**src/rtl/core/rxc_pkg.sv**
```systemverilog
// Shared types, constants and byte-transform functions of the rotate-XOR chained byte cipher.
// No dependencies; the top, rxc_step, rxc_outq and the testbench import this package.
package rxc_pkg;

    localparam logic [7:0] CHAIN_START = 8'd77;
    localparam logic [2:0] ROT_LAST    = 3'd6;   // rotate phase runs 0..6

    localparam int KEY_W   = 64;
    localparam int CFG_W   = KEY_W;
    localparam int CFG_IDX_W = 2;

    localparam logic [CFG_IDX_W-1:0] REG_KEY    = 2'd0;
    localparam logic [CFG_IDX_W-1:0] REG_MODE   = 2'd1;
    localparam logic [CFG_IDX_W-1:0] REG_PREFIX = 2'd2;

    localparam logic MODE_ENC = 1'b0;
    localparam logic MODE_DEC = 1'b1;

    localparam int OUTQ_DEPTH = 4;
    localparam int OUTQ_PTR_W = $clog2(OUTQ_DEPTH);
    localparam int OUTQ_CNT_W = $clog2(OUTQ_DEPTH + 1);

    typedef struct packed {
        logic [7:0] chain_byte;
        logic [2:0] rotate_phase;
        logic [2:0] key_phase;
    } t_state;

    typedef struct packed {
        logic [7:0] out_byte;
        logic       has_byte;
        logic       end_of_message;
    } t_result;

    typedef struct packed {
        t_state     st;
        logic [7:0] val;
    } t_byte_step;

    // Everything one accepted request produces: up to two results and the next state.
    typedef struct packed {
        t_state     next_state;
        t_result    res0;
        t_result    res1;
        logic [1:0] num;
    } t_step_out;

    localparam t_state STATE_START = '{chain_byte: CHAIN_START, rotate_phase: 3'd0,
                                       key_phase: 3'd0};

    function automatic logic [7:0] rot_right(input logic [7:0] v, input logic [2:0] n);
        logic [15:0] w;
        w = {v, v} >> n;
        return w[7:0];
    endfunction

    function automatic logic [7:0] rot_left(input logic [7:0] v, input logic [2:0] n);
        logic [15:0] w;
        w = {v, v} << n;
        return w[15:8];
    endfunction

    // Key byte 0 is the most significant byte.
    function automatic logic [7:0] key_at(input logic [KEY_W-1:0] key, input logic [2:0] k);
        logic [2:0] idx;
        idx = 3'd7 - k;
        return key[{idx, 3'b000} +: 8];
    endfunction

    function automatic t_state advance(input t_state s, input logic [7:0] c);
        t_state r;
        r.chain_byte   = c;
        r.rotate_phase = (s.rotate_phase == ROT_LAST) ? 3'd0 : s.rotate_phase + 3'd1;
        r.key_phase    = s.key_phase + 3'd1;
        return r;
    endfunction

    function automatic t_byte_step enc_byte(input t_state s, input logic [7:0] b,
                                            input logic [KEY_W-1:0] key);
        t_byte_step r;
        r.val = rot_right(b, s.rotate_phase + 3'd1) ^ s.chain_byte ^ key_at(key, s.key_phase);
        r.st  = advance(s, r.val);
        return r;
    endfunction

    function automatic t_byte_step dec_byte(input t_state s, input logic [7:0] c,
                                            input logic [KEY_W-1:0] key);
        t_byte_step r;
        r.val = rot_left(c ^ s.chain_byte ^ key_at(key, s.key_phase), s.rotate_phase + 3'd1);
        r.st  = advance(s, c);
        return r;
    endfunction

endpackage

```
**src/rtl/core/rxc_in_if.sv**
```systemverilog
// Input channel of the cipher: valid/ready handshake and one message byte with its framing flags.
// No dependencies.
interface rxc_in_if;
    logic       valid;
    logic       ready;
    logic [7:0] data_byte;
    logic       first;
    logic       last;
    logic       carries_byte;

    modport source (output valid, data_byte, first, last, carries_byte, input ready);
    modport sink   (input valid, data_byte, first, last, carries_byte, output ready);
endinterface

```
**src/rtl/core/rxc_out_if.sv**
```systemverilog
// Output channel of the cipher: valid/ready handshake and one result byte with its flags.
// No dependencies.
interface rxc_out_if;
    logic       valid;
    logic       ready;
    logic [7:0] out_byte;
    logic       has_byte;
    logic       end_of_message;

    modport source (output valid, out_byte, has_byte, end_of_message, input ready);
    modport sink   (input valid, out_byte, has_byte, end_of_message, output ready);
endinterface

```
**src/rtl/core/rotate_xor_chain_byte_cipher_top.sv**
```systemverilog
// A result is written to the result queue when its request is accepted and offered from there.
// Throughput: one request per cycle while the four-entry result queue has at least two free
// entries; the output side delivers one result per cycle while the receiver is ready, so an
// encrypt request that opens a message and carries a byte hands its two results out in turn.
// Reset (synchronous, active low): queue empties, chain restarts at 77, phases and registers 0.
// Depends on rxc_pkg, rxc_in_if, rxc_out_if, rxc_step and rxc_outq.
module rotate_xor_chain_byte_cipher_top (
    input  logic                                i_clk,
    input  logic                                i_rst_n,
    input  logic                                i_cfg_we,
    input  logic [rxc_pkg::CFG_IDX_W-1:0]       i_cfg_idx,
    input  logic [rxc_pkg::CFG_W-1:0]           i_cfg_data,
    rxc_in_if.sink                              i_in,
    rxc_out_if.source                           o_out
);
    import rxc_pkg::*;

    // Configuration registers. They must only be written while no request is in flight; the block does not enforce it.
    logic [KEY_W-1:0] r_key;
    logic             r_mode;
    logic [7:0]       r_prefix;

    // Chain state carried from one request to the next.
    t_state           r_state;

    t_step_out        step;
    t_result          head;
    logic             accept;
    logic             q_room;
    logic             q_not_empty;

    always_ff @(posedge i_clk) begin
        if (!i_rst_n) begin
            r_key    <= '0;
            r_mode   <= MODE_ENC;
            r_prefix <= '0;
        end else if (i_cfg_we) begin
            case (i_cfg_idx)
                REG_KEY:    r_key    <= i_cfg_data;
                REG_MODE:   r_mode   <= i_cfg_data[0];
                REG_PREFIX: r_prefix <= i_cfg_data[7:0];
                default:    ;  // index past the register list: write is dropped
            endcase
        end
    end

    // The whole byte transform is a rotate and two XORs per byte, so it sits between the
    // accepted request and the queue entries. The encrypt-first case chains two of them.
    rxc_step u_step (
        .i_state        (r_state),
        .i_key          (r_key),
        .i_mode         (r_mode),
        .i_prefix       (r_prefix),
        .i_data_byte    (i_in.data_byte),
        .i_first        (i_in.first),
        .i_last         (i_in.last),
        .i_carries_byte (i_in.carries_byte),
        .o_step         (step)
    );

    assign i_in.ready = q_room;
    assign accept     = i_in.valid && q_room;

    always_ff @(posedge i_clk) begin
        if (!i_rst_n) begin
            r_state <= STATE_START;
        end else if (accept) begin
            r_state <= step.next_state;
        end
    end

    // The queue decouples the two sides: new requests keep coming while results wait, as long as it has room.
    rxc_outq u_outq (
        .i_clk       (i_clk),
        .i_rst_n     (i_rst_n),
        .i_push_num  (accept ? step.num : 2'd0),
        .i_res0      (step.res0),
        .i_res1      (step.res1),
        .i_pop       (o_out.ready),
        .o_head      (head),
        .o_not_empty (q_not_empty),
        .o_room      (q_room)
    );

    assign o_out.valid          = q_not_empty;
    assign o_out.out_byte       = head.out_byte;
    assign o_out.has_byte       = head.has_byte;
    assign o_out.end_of_message = head.end_of_message;

endmodule

```
**src/rtl/core/rxc_step.sv**
```systemverilog
// Combinational transform of one request: prefix handling, encrypt or decrypt, next chain state.
// Depends on rxc_pkg.
module rxc_step (
    input  rxc_pkg::t_state             i_state,
    input  logic [rxc_pkg::KEY_W-1:0]   i_key,
    input  logic                        i_mode,
    input  logic [7:0]                  i_prefix,
    input  logic [7:0]                  i_data_byte,
    input  logic                        i_first,
    input  logic                        i_last,
    input  logic                        i_carries_byte,
    output rxc_pkg::t_step_out          o_step
);
    import rxc_pkg::*;

    t_state     st0;
    t_byte_step e0;
    t_byte_step e1;
    t_byte_step d0;
    t_result    closing;

    assign st0 = i_first ? STATE_START : i_state;
    // The first encrypted byte is the prefix on a first request, else the carried byte.
    assign e0  = enc_byte(st0, i_first ? i_prefix : i_data_byte, i_key);
    assign e1  = enc_byte(e0.st, i_data_byte, i_key);
    assign d0  = dec_byte(st0, i_data_byte, i_key);
    assign closing = '{out_byte: 8'd0, has_byte: 1'b0, end_of_message: 1'b1};

    always_comb begin
        o_step.next_state = st0;
        o_step.res0       = closing;
        o_step.res1       = closing;
        o_step.num        = 2'd0;
        if (i_mode == MODE_ENC) begin
            if (i_first) begin
                o_step.res0 = '{out_byte: e0.val, has_byte: 1'b1,
                                end_of_message: !i_carries_byte && i_last};
                o_step.next_state = e0.st;
                o_step.num = 2'd1;
                if (i_carries_byte) begin
                    o_step.res1 = '{out_byte: e1.val, has_byte: 1'b1, end_of_message: i_last};
                    o_step.next_state = e1.st;
                    o_step.num = 2'd2;
                end
            end else if (i_carries_byte) begin
                o_step.res0 = '{out_byte: e0.val, has_byte: 1'b1, end_of_message: i_last};
                o_step.next_state = e0.st;
                o_step.num = 2'd1;
            end else if (i_last) begin
                o_step.num = 2'd1;
            end
        end else begin
            if (i_carries_byte) begin
                o_step.next_state = d0.st;
                if (!i_first) begin
                    o_step.res0 = '{out_byte: d0.val, has_byte: 1'b1, end_of_message: i_last};
                    o_step.num = 2'd1;
                end else if (i_last) begin
                    o_step.num = 2'd1;
                end
            end else if (i_last) begin
                o_step.num = 2'd1;
            end
        end
    end

endmodule

```
**src/rtl/core/rxc_outq.sv**
```systemverilog
// Result queue of the cipher: takes up to two results a cycle, hands out one a cycle when popped.
// Depends on rxc_pkg.
module rxc_outq (
    input  logic                            i_clk,
    input  logic                            i_rst_n,
    input  logic [1:0]                      i_push_num,
    input  rxc_pkg::t_result                i_res0,
    input  rxc_pkg::t_result                i_res1,
    input  logic                            i_pop,
    output rxc_pkg::t_result                o_head,
    output logic                            o_not_empty,
    output logic                            o_room
);
    import rxc_pkg::*;

    t_result                r_mem [OUTQ_DEPTH];
    logic [OUTQ_PTR_W-1:0]  r_wr;
    logic [OUTQ_PTR_W-1:0]  r_rd;
    logic [OUTQ_CNT_W-1:0]  r_count;
    logic [OUTQ_PTR_W-1:0]  n_wr;
    logic [OUTQ_PTR_W-1:0]  n_rd;
    logic [OUTQ_CNT_W-1:0]  n_count;
    logic                   do_pop;

    assign o_not_empty = (r_count != '0);
    assign o_head      = r_mem[r_rd];
    // Room for a two-result request, whatever the consumer does this cycle.
    assign o_room      = (r_count <= OUTQ_CNT_W'(OUTQ_DEPTH - 2));
    assign do_pop      = i_pop && o_not_empty;

    always_comb begin
        n_wr    = r_wr + OUTQ_PTR_W'(i_push_num);
        n_rd    = r_rd + OUTQ_PTR_W'(do_pop);
        n_count = r_count + OUTQ_CNT_W'(i_push_num) - OUTQ_CNT_W'(do_pop);
    end

    always_ff @(posedge i_clk) begin
        if (!i_rst_n) begin
            r_wr    <= '0;
            r_rd    <= '0;
            r_count <= '0;
        end else begin
            r_wr    <= n_wr;
            r_rd    <= n_rd;
            r_count <= n_count;
        end
    end

    always_ff @(posedge i_clk) begin
        if (i_push_num != 2'd0) begin
            r_mem[r_wr] <= i_res0;
        end
        if (i_push_num == 2'd2) begin
            r_mem[r_wr + OUTQ_PTR_W'(1)] <= i_res1;
        end
    end

`ifndef SYNTH
    a_no_overflow: assert property (@(posedge i_clk) disable iff (!i_rst_n)
        r_count <= OUTQ_CNT_W'(OUTQ_DEPTH))
        else $error("result queue count beyond depth");

    a_push_has_room: assert property (@(posedge i_clk) disable iff (!i_rst_n)
        (i_push_num != 2'd0) |-> (r_count <= OUTQ_CNT_W'(OUTQ_DEPTH - 2)))
        else $error("push into result queue without room");

    a_pop_only: assert property (@(posedge i_clk) disable iff (!i_rst_n)
        (do_pop && i_push_num == 2'd0) |=> (r_count == $past(r_count) - OUTQ_CNT_W'(1)))
        else $error("result queue count wrong after pop");

    a_ptr_track: assert property (@(posedge i_clk) disable iff (!i_rst_n)
        (r_wr - r_rd) == OUTQ_PTR_W'(r_count))
        else $error("result queue pointers disagree with count");
`endif

endmodule

```
**src/flat_wrapper.sv**
```systemverilog
// flat-port wrapper written by rule: the top's interface ports become plain ports
module rotate_xor_chain_byte_cipher_top_flat import rxc_pkg::*;
  (i_clk, i_rst_n, i_cfg_we, i_cfg_idx, i_cfg_data, i_in_valid, i_in_data_byte, i_in_first, i_in_last, i_in_carries_byte, i_in_ready, o_out_valid, o_out_out_byte, o_out_has_byte, o_out_end_of_message, o_out_ready);
  rxc_in_if i_in_i ();
  rxc_out_if o_out_i ();
  input  logic i_clk;
  input  logic i_rst_n;
  input  logic i_cfg_we;
  input  logic [rxc_pkg::CFG_IDX_W-1:0] i_cfg_idx;
  input  logic [rxc_pkg::CFG_W-1:0] i_cfg_data;
  input wire logic [$bits(i_in_i.valid)-1:0] i_in_valid;
  input wire logic [$bits(i_in_i.data_byte)-1:0] i_in_data_byte;
  input wire logic [$bits(i_in_i.first)-1:0] i_in_first;
  input wire logic [$bits(i_in_i.last)-1:0] i_in_last;
  input wire logic [$bits(i_in_i.carries_byte)-1:0] i_in_carries_byte;
  output wire logic [$bits(i_in_i.ready)-1:0] i_in_ready;
  output wire logic [$bits(o_out_i.valid)-1:0] o_out_valid;
  output wire logic [$bits(o_out_i.out_byte)-1:0] o_out_out_byte;
  output wire logic [$bits(o_out_i.has_byte)-1:0] o_out_has_byte;
  output wire logic [$bits(o_out_i.end_of_message)-1:0] o_out_end_of_message;
  input wire logic [$bits(o_out_i.ready)-1:0] o_out_ready;
  assign i_in_i.valid = i_in_valid;
  assign i_in_i.data_byte = i_in_data_byte;
  assign i_in_i.first = i_in_first;
  assign i_in_i.last = i_in_last;
  assign i_in_i.carries_byte = i_in_carries_byte;
  assign i_in_ready = i_in_i.ready;
  assign o_out_valid = o_out_i.valid;
  assign o_out_out_byte = o_out_i.out_byte;
  assign o_out_has_byte = o_out_i.has_byte;
  assign o_out_end_of_message = o_out_i.end_of_message;
  assign o_out_i.ready = o_out_ready;
  rotate_xor_chain_byte_cipher_top u_core (.i_clk(i_clk), .i_rst_n(i_rst_n), .i_cfg_we(i_cfg_we), .i_cfg_idx(i_cfg_idx), .i_cfg_data(i_cfg_data), .i_in(i_in_i), .o_out(o_out_i));
endmodule
```
**config.mk**
```make
export PLATFORM = sky130hd
export DESIGN_NAME = rotate_xor_chain_byte_cipher_top_flat
export DESIGN_NICKNAME = d
export VERILOG_FILES = /design/src/rtl/core/rxc_pkg.sv /design/src/rtl/core/rxc_in_if.sv /design/src/rtl/core/rxc_out_if.sv /design/src/rtl/core/rotate_xor_chain_byte_cipher_top.sv /design/src/rtl/core/rxc_step.sv /design/src/rtl/core/rxc_outq.sv /design/src/flat_wrapper.sv
export SDC_FILE = /design/constraint.sdc
export NUM_CORES = 1
export LEC_CHECK = 0
export BUFFER_PORTS_ARGS = -buffer_cell sky130_fd_sc_hd__buf_2
export CAP_MARGIN = 20
export CORE_MARGIN = 3
export CORE_UTILIZATION = 40
export CTS_BUF_LIST = sky130_fd_sc_hd__clkbuf_8
export CTS_CLUSTER_SIZE = 14
export DETAILED_ROUTE_END_ITERATION = 7
export PLACE_DENSITY = 0.67
export SLEW_MARGIN = 20
export SYNTH_ARGS = -nofsm -noshare
export SYNTH_HDL_FRONTEND = slang
export SYNTH_HIERARCHICAL = 1
export SYNTH_SLANG_ARGS = --single-unit
```
**constraint.sdc**
```tcl
create_clock -name i_clk -period 3.65 [get_ports i_clk]
set_clock_uncertainty 0.05 [all_clocks]
set_input_delay 0.1825 -clock i_clk [delete_from_list [all_inputs] [get_ports i_clk]]
set_output_delay 0.1825 -clock i_clk [all_outputs]
set_load 0.005 [all_outputs]
```
==> flow_summary_export.csv, run 1 <==
group,metric,value,unit
timing,setup_tns,0,ps
power_and_ir_drop,cellPowerDensity,440,nW/um^2
worst_setup_path,crit_arrival,3540,ps
global_route,track_usage,20.4,%
floorplanning,io_pins,94,
drt,drt_iter0_markers,690,
synthesis,synth_edf_count,40,
power_and_ir_drop,p_leak,4.54,nW
cts,insertion_delay,460,ps
timing,whs,29.4,ps
global_route,grt_util_met1,26.1,%
cts,clk_pin_slew_worst_paths,80,ps
global_route,antenna_found_initial,1,
cts,numClockSinks,134,
drt,drc,0,
outcome,status,"complete, no violations",
cts,clockBufferDepth,2,
worst_setup_path,path_class,"flop to flop",
finish,multi_input_area,5850,sq um
floorplanning,core,23000,sq um
finish,fillers,2133,
timing,setup_viol,0,
synthesis,yosysTopAreaCellShare,19.8,%
finish,regArea,3080,sq um
floorplanning,initial_utilization,41.3,%
global_route,grt_pass1_wl,41.5,mm
placement,dp_hpwl,18.9,mm
cts,cts_buffers,17,
timing,relSlewSlack,28.5,%
finish,diodes,0,
drt,finalWirelength,26.4,mm
timing,rsz0062_at_grt,"false",
cts,cts_tree,"built",
timing,fin_crit_sh,92.7,%
worst_setup_path,cp_slowest_stage_delay,470,ps
synthesis,syn_area_per_cell,10.1,sq um
global_route,grtUsageMet3,3.71,%
finish,fin_cells,1408,
timing,hold_viol,0,
floorplanning,die_h,160,um
drt,first_pass_iters,5,
placement,dp_slack,305,ps
global_route,grt-ovfl-total,0,
drt,vias,7695,
worst_setup_path,reg2reg_slack,270,ps
worst_setup_path,reg2reg_to,"u_core/u_outq/r_mem[3][2]",
min_path,hold_path_depth,3,
finish,layout-drive-gt1-share,24.1,%
power_and_ir_drop,ir_drop,0.000248,V
worst_setup_path,end_kind,"flop",
floorplanning,dieArea,25600,sq um
drt,postRouteAntennaNets,0,
min_path,hold_path_class,"primary input to flop",
placement,dpl.cell_count,1313,
timing,fin_crit,3380,ps
synthesis,synth.most_common_cell,"nand2_1",
worst_setup_path,start_kind,"flop",
placement,place_congestion,0.961,
floorplanning,die_x,160,um
cts,clock-root-buffer,"clkbuf_8",
job,drv_cap,0,
global_route,first_global_vias,7515,
finish,final_util,48.8,%
worst_setup_path,slowest_stage,"o211ai_1",
timing,finalWorstSetupSlack,266,ps
synthesis,ys_types,77,
timing,worstMarginPinSlew,1070,ps
finish,nets,1174,
global_route,grt_max_degree,100,
synthesis,ys_top_cells_by_count,"nand2_1 (164), mux2i_1 (151), dfxtp_1 (94)",
synthesis,synth_nets,1029,
drt,wl_per_cell,18.7,um
synthesis,synthesis.area,9480,sq um
synthesis,ys.flop_type,"dfxtp_1",
worst_setup_path,r2r-start,"u_core/r_state[0]",
drt,vias_per_cell,5.47,
worst_setup_path,crit_start,"u_core/r_state[0]",
worst_setup_path,cp.required,3810,ps
synthesis,netlist_instances,938,
synthesis,synth-async-reset-ratio,0,%
global_route,use_met2,34.7,%
placement,io_buffer_count,93,
cts,cts_max_level,4,
synthesis,ys.warnings.count,6,
global_route,top_usage_layer,"met2",
floorplanning,rows,55,
worst_setup_path,path_max_fanout,21,
worst_setup_path,crit_path_cell_trace,"buf_4 -> nand2b_1 -> inv_2 -> a22oi_1 -> o211ai_1 -> xnor2_1 -> mux2i_1 -> o211a_1 -> a211oi_1 -> or3_1 -> mux2_1",
synthesis,synth_top_cell_by_area,"dfxtp_1",
finish,area_growth,18.2,%
min_path,hp-start,"i_cfg_data[0]",
synthesis,ys_seq_elements,134,
synthesis,yosysSeqAreaShare,32.5,%
worst_setup_path,reg2reg_depth,11,
timing,slew_violations,0,
min_path,worstHoldEndpoint,"u_core/r_prefix[0]",
timing,fmax,296,MHz
synthesis,synth_area_leaders,"dfxtp_1 (20%), mux2i_1 (16%), edfxtp_1 (13%)",
layout make-up:
cell class / count / share of cell area, %
Timing Repair Buffer: 197 / 12.9
Tap cell: 313 / 3.49
Clock buffer: 19 / 2.33
Sequential cell: 134 / 27.5
Clock inverter: 12 / 1.03
Multi-Input combinational cell: 717 / 52.2
Inverter: 16 / 0.536
per-layer routing:
| layer | up-vias | share of wire [%] |
|---|---|---|
| li1 | 3685 | - |
| met1 | 3677 | 43 |
| met2 | 270 | 49 |
| met3 | 61 | 4.7 |
| met4 | 2 | 3.1 |
| met5 | - | 0.049 |
placed cells by master (no fill, tap or decap), drive strengths merged, types with 5 or more instances in the layout:
| cell | n |
|---|---|
| a21oi | 25 |
| o221ai | 6 |
| mux4 | 28 |
| dlygate4sd3 | 64 |
| mux2 | 59 |
| a211oi | 6 |
| a32oi | 5 |
| ha | 8 |
| nand2 | 166 |
| and3 | 14 |
| or3 | 6 |
| o22ai | 10 |
| nor3b | 7 |
| o211ai | 10 |
| and3b | 5 |
| nor3 | 5 |
| nor2b | 8 |
| nor2 | 38 |
| mux2i | 151 |
| xor2 | 20 |
| o21a | 12 |
| a21boi | 11 |
| inv | 22 |
| a21o | 6 |
| a22oi | 5 |
| edfxtp | 40 |
| xnor2 | 26 |
| buf | 133 |
| dfxtp | 94 |
| clkbuf | 19 |
| o21ai | 15 |
| nand2b | 12 |
per-stage QoR:
step                total power (W)  cell area [sq um]
global placement            0.00366              10200
CTS                         0.00495              11200
floorplan                   0.00316               9480
global route                0.00519              11200
finish                      0.00493              11200
detailed placement          0.00367              10200
worst max path at each step:
stage / end / slack (ps) / depth (start not counted)
2_1_floorplan: u_core/r_state[8] / 290 / 16
3_3_place_gp: u_core/u_outq/r_mem[1][2] / 310 / 12
3_5_place_dp: u_core/u_outq/r_mem[3][6] / 310 / 11
4_1_cts: u_core/u_outq/r_mem[3][6] / 320 / 13
5_1_grt: u_core/u_outq/r_mem[1][4] / 50 / 11
6_report: u_core/u_outq/r_mem[3][2] / 270 / 11
cell families (layout without fill, tap and decap cells):
group           Yosys count  in the layout  synth area share (%)
flops                   134            134                  32.5
compound gates          140            140                  10.8
mux                     238            238                  30.3
xor+xnor                 50             50                  5.28
simple gates            280            280                  14.0
buf+inv                  87            244                  5.84
fa+ha+maj                 9              9                  1.27
critical path: cells and delay by family (launching register included):
kind / cells / cell delay, ps
compound gates: 4 / 900
simple gates: 2 / 540
buf+inv: 2 / 530
mux: 2 / 530
flops: 1 / 330
xor+xnor: 1 / 250
flip-flops by register name, indices dropped and copies added, names as in the netlist:
name and flops:
u_core/u_outq/r_mem 40, u_core/r_state 14, u_core/r_key 64, u_core/r_mode 1
u_core/u_outq/r_rd 2, u_core/u_outq/r_wr 2, u_core/r_prefix 8, u_core/u_outq/r_count 3
timing repair:
action	CTS	global route
buffers inserted	0	0
endpoints found under the hold margin	68	0
gates resized for setup	0	0
hold buffers	64	0
power by group:
part	total, W	leakage (nW)	internal, W	switching (W)
logic	0.00187	3.22	0.000938	0.000933
registers	0.00185	1.13	0.00171	0.000135
clock network	0.00121	0.191	0.000581	0.000629
total	0.00493	4.54	0.00323	0.00170
Note: power is estimated with default switching activity, not from simulation.
==> run 2, diff against run 1 <==
Settings changed: CAP_MARGIN 20 to 40, RECOVER_POWER set to 50.
==> flow_summary_export.csv, run 2 (synthesis gave the netlist of run 1 again) <==
group,metric,value,unit
finish,fin_area,11200,sq um
power_and_ir_drop,p_leak,4.56,nW
placement,place_congestion,0.961,
timing,fin_crit_sh,92.3,%
finish,fillers,2165,
placement,dp_hpwl,19.1,mm
worst_setup_path,end_kind,"flop",
cts,clk_pin_slew_worst_paths,80,ps
outcome,failed_checks,"max-capacitance violations",
timing,setup_tns,0,ps
worst_setup_path,critical-path-top-delay-family,"buffers and inverters",
cts,clock-root-buffer,"clkbuf_8",
finish,largest_register_ffs,64,
outcome,status,"finished with violations",
floorplanning,die_x,160,um
power_and_ir_drop,cellPowerDensity,448,nW/um^2
finish,mostFrequentLayoutCell,"nand2_1",
floorplanning,io_pins,94,
timing,setup_viol,0,
finish,final_util,48.8,%
finish,layout-drive-gt1-share,23.3,%
worst_setup_path,path_max_fanout,46,
floorplanning,dieArea,25600,sq um
drt,finalWirelength,26.7,mm
drt,vias_per_cell,5.44,
cts,ctsResizeCount,0,
drt,first_pass_iters,5,
finish,diodes,0,
cts,cts_max_level,4,
drt,drt_iter0_markers,649,
cts,cts_tree,"built",
timing,whs,35.0,ps
finish,regArea,3080,sq um
global_route,first_global_vias,7547,
timing,slew_violations,0,
drt,drc,0,
cts,post_cts_buffers,0,
floorplanning,core,23000,sq um
finish,nets,1177,
finish,multi_input_area,5840,sq um
worst_setup_path,crit_arrival,3680,ps
worst_setup_path,critPathBufInv,4,
cts,clockBufferDepth,2,
worst_setup_path,cp_slowest_stage_delay,1240,ps
worst_setup_path,cp.required,3960,ps
worst_setup_path,crit_path_cell_trace,"dlygate4sd3_1 -> clkbuf_1 -> nor3b_1 -> clkbuf_1 -> clkbuf_2 -> mux2i_1",
timing,worstMarginPinSlew,1490,ps
cts,numClockSinks,134,
finish,largestRegisters,"u_core/r_key (64), u_core/u_outq/r_mem (40), u_core/r_state (14)",
placement,io_buffer_count,93,
floorplanning,die_h,160,um
worst_setup_path,crit_top_cell,"clkbuf_1",
cts,cts_hold_buffers,64,
job,drv_cap,1,
finish,final_cell_mix,"nand2_1 (164), mux2i_1 (151), dfxtp_1 (94)",
cts,insertion_delay,460,ps
worst_setup_path,start_kind,"primary input",
cts,cts_buffers,17,
timing,hold_viol,0,
global_route,grt_pass1_wl,41.8,mm
placement,place_area,10200,sq um
timing,relSlewSlack,0.608,%
worst_setup_path,slowest_stage,"clkbuf_2",
floorplanning,rows,55,
global_route,antenna_found_initial,0,
finish,area_growth,18.4,%
timing,rsz0062_at_grt,"false",
floorplanning,initial_utilization,41.3,%
worst_setup_path,path_class,"primary input to flop",
power_and_ir_drop,ir_drop,0.000252,V
global_route,grt_max_degree,100,
drt,wl_per_cell,18.9,um
global_route,grt-ovfl-total,0,
timing,fin_crit,3370,ps
min_path,hold_path_class,"primary input to flop",
timing,fmax,297,MHz
power_and_ir_drop,power.total,0.00503,W
drt,vias,7687,
drt,postRouteAntennaNets,0,
global_route,track_usage,20.6,%
finish,regMostFlops,"u_core/r_key",
run 2: final timing paths:
| check | from | endpoint | slack (ps) | cells past startpoint |
|---|---|---|---|---|
| worst max-delay path | i_cfg_we | u_core/r_key[46] | 280 | 6 |
| worst min-delay path | i_cfg_data[0] | u_core/r_mode | 30 | 3 |
| worst max register to register | u_core/r_state[1] | u_core/u_outq/r_mem[3][4] | 300 | 10 |
| worst min register to register | u_core/r_prefix[6] | u_core/r_prefix[6] | 420 | 2 |
run 2: area by class of cell:
cell class                      instances  area share (%)
Multi-Input combinational cell        717            52.0
Sequential cell                       134            27.5
Timing Repair Buffer                  200            12.9
Tap cell                              313            3.49
Clock buffer                           18            2.21
Clock inverter                         14            1.42
Inverter                               16           0.535
run 2: layer usage:
metal	GRT usage (%)	up-vias	part of all wire, %
li1	-	3698	-
met1	26.2	3713	43
met5	0	-	0
met2	35.8	235	50
met3	4.12	41	4.8
met4	5.64	0	2.1
run 2: tightest hold or removal path, cell delays in order:
cell and delay (ps):
buf_2 90, nand2_1 130, mux2i_1 90
run 2: power breakdown:
group	total [W]	switching [W]	internal, W
Sequential	0.00182	0.000110	0.00171
Clock	0.00132	0.000626	0.000691
Combinational	0.00189	0.000956	0.000933
run 2: stage by stage:
| stage | std cells | setup WS, ps |
|---|---|---|
| global route | 1412 | 19.7 |
| floorplan | 938 | 293 |
| detailed placement | 1315 | 301 |
| global placement | 1313 | 312 |
| CTS | 1411 | 326 |
| finish | 1412 | 280 |
==> run 3, diff against run 2 <==
Settings changed: CELL_PAD_IN_SITES_DETAIL_PLACEMENT set to 1, CELL_PAD_IN_SITES_GLOBAL_PLACEMENT set to 2, PLACE_DENSITY 0.67 to 0.92.
==> flow_summary_export.csv, run 3 (synthesis gave the netlist of run 1 again) <==
group,metric,value,unit
min_path,hold_path_class,"primary input to flop",
placement,dpl.cell_count,1317,
cts,clockBufferDepth,2,
cts,clk_pin_slew_worst_paths,90,ps
min_path,hold_path_depth,3,
drt,routed.top_layer,"met4",
drt,dr_wl_met3,1.40,mm
finish,largestRegisters,"u_core/r_key (64), u_core/u_outq/r_mem (40), u_core/r_state (14)",
min_path,worstHoldEndpoint,"u_core/r_mode",
job,drv_cap,0,
placement,place_congestion,0.930,
power_and_ir_drop,p_sw,0.00183,W
timing,slew_violations,0,
worst_setup_path,path_class,"flop to flop",
cts,insertion_delay,480,ps
power_and_ir_drop,power.total,0.00525,W
drt,vias_per_cell,5.63,
worst_setup_path,cp.required,4010,ps
power_and_ir_drop,p_int,0.00342,W
global_route,grt_max_degree,79,
cts,cts_buffers,17,
finish,regMostFlops,"u_core/r_key",
floorplanning,core,23000,sq um
placement,io_buffer_count,93,
drt,drt-met1-wl,12.9,mm
worst_setup_path,slowest_stage,"xnor2_2",
min_path,hp-start,"i_cfg_idx[1]",
drt,vias,7987,
finish,area_growth,19.3,%
worst_setup_path,reg2reg_slack,200,ps
placement,dp_hpwl,21.7,mm
cts,clock-root-buffer,"clkbuf_8",
power_and_ir_drop,ir_drop,0.000222,V
floorplanning,io_pins,94,
drt,drt_iter0_markers,481,
power_and_ir_drop,cellPowerDensity,464,nW/um^2
worst_setup_path,critical-path-top-delay-family,"XOR/XNOR gates",
power_and_ir_drop,p_leak,4.56,nW
global_route,first_global_vias,8292,
worst_setup_path,crit_path_cell_trace,"nor2b_1 -> buf_4 -> ha_1 -> xnor2_2 -> buf_4 -> mux2i_1 -> xor2_1 -> xnor3_1 -> nor2_1 -> a21o_1 -> and3b_1 -> o21ai_0",
floorplanning,die_h,160,um
global_route,antenna_found_initial,1,
finish,fillers,2633,
finish,largest_register_ffs,64,
power_and_ir_drop,p_clk_share,28.0,%
power_and_ir_drop,p_sw_share,34.8,%
drt,wl_met2,15.6,mm
timing,worstMarginPinSlew,1040,ps
global_route,track_usage,23.9,%
worst_setup_path,reg2reg_depth,12,
worst_setup_path,reg2reg_to,"u_core/r_state[8]",
global_route,grt_pass1_wl,47.8,mm
timing,whs,15.2,ps
floorplanning,die_x,160,um
floorplanning,initial_utilization,41.3,%
worst_setup_path,cp_slowest_stage_delay,450,ps
cts,numClockSinks,134,
floorplanning,rows,55,
worst_setup_path,start_kind,"flop",
finish,fin_area,11300,sq um
timing,relSlewSlack,30.9,%
global_route,grt-ovfl-total,0,
finish,mostFrequentLayoutCell,"nand2_1",
floorplanning,dieArea,25600,sq um
drt,postRouteAntennaNets,0,
worst_setup_path,critPathBufInv,2,
worst_setup_path,end_kind,"flop",
power_and_ir_drop,power_frac_seq,35.0,%
timing,setup_viol,0,
worst_setup_path,crit_arrival,3810,ps
timing,rsz0062_at_grt,"false",
worst_setup_path,crit_top_cell,"buf_4",
timing,setup_tns,0,ps
finish,nets,1182,
finish,layout-drive-gt1-share,23.5,%
worst_setup_path,r2r-start,"u_core/r_state[3]",
timing,fin_crit,3450,ps
power_and_ir_drop,combPwrFrac,37.0,%
timing,fin_crit_sh,94.6,%
cts,cts_tree,"built",
worst_setup_path,path_max_fanout,11,
placement,place_area,10200,sq um
drt,wl_per_cell,21.6,um
outcome,status,"complete, no violations",
finish,final_cell_mix,"nand2_1 (164), mux2i_1 (151), dfxtp_1 (94)",
timing,hold_viol,0,
drt,finalWirelength,30.6,mm
cts,cts_max_level,4,
drt,drc,0,
finish,fin_cells,1418,
timing,fmax,290,MHz
drt,first_pass_iters,5,
-- run 3: worst max-delay path by stage --
stage	cells past startpoint	end	start
after detailed placement	11	u_core/u_outq/r_mem[1][3]	i_in_first
after global placement	11	u_core/u_outq/r_mem[1][3]	i_in_first
after floorplan	16	u_core/r_state[8]	i_in_first
final	12	u_core/r_state[8]	u_core/r_state[3]
after CTS	11	u_core/u_outq/r_mem[3][6]	u_core/r_state[0]
after global routing	12	u_core/r_state[8]	u_core/r_state[3]
-- run 3: per-stage QoR --
step | worst slack, ps | utilization, %
floorplan | 293 | -
global placement | 219 | 44.5
detailed placement | 189 | 44.5
CTS | 243 | 49.3
global route | 8.83 | 49.2
finish | 199 | 49.2
-- run 3: worst reg2reg max path: cells and delay by family (launching register included) --
family / cells / cell delay (ps)
simple gates: 3 / 610
compound gates: 2 / 280
xor+xnor: 3 / 1140
fa+ha+maj: 1 / 260
mux: 1 / 300
buf+inv: 2 / 430
flops: 1 / 320
-- run 3: final cells by class --
cell class | count | area [sq um] | share of cell area [%]
Antenna cell | 1 | 2.50 | 0.0221
Sequential cell | 134 | 3080 | 27.3
Clock buffer | 17 | 234 | 2.07
Multi-Input combinational cell | 717 | 5840 | 51.6
Inverter | 16 | 60.1 | 0.531
Clock inverter | 15 | 215 | 1.90
Timing Repair Buffer | 205 | 1490 | 13.1
Tap cell | 313 | 392 | 3.46
-- run 3: what timing repair did --
| item | CTS | global route |
|---|---|---|
| buffers inserted | 0 | 2 |
| endpoints found under the hold margin | 71 | 0 |
| gates resized for setup | 0 | 1 |
| hold buffers | 65 | 0 |
| setup endpoints to repair | 0 | 4 |
-- run 3: power groups by stage --
stage               sequential [W]  clock (W)  combinational, W
CTS                        0.00186    0.00150           0.00189
global route               0.00186    0.00156           0.00210
finish                     0.00184    0.00147           0.00194
detailed placement         0.00190          0           0.00183
global placement           0.00188          0           0.00177
floorplan                  0.00181          0           0.00135
-- run 3: per-layer routing --
| metal | global-route usage [%] | vias to the layer above |
|---|---|---|
| met1 | 29.5 | 3958 |
| met4 | 7.73 | 0 |
| met2 | 42.4 | 258 |
| li1 | - | 3710 |
| met3 | 3.87 | 61 |
| met5 | 0 | - |
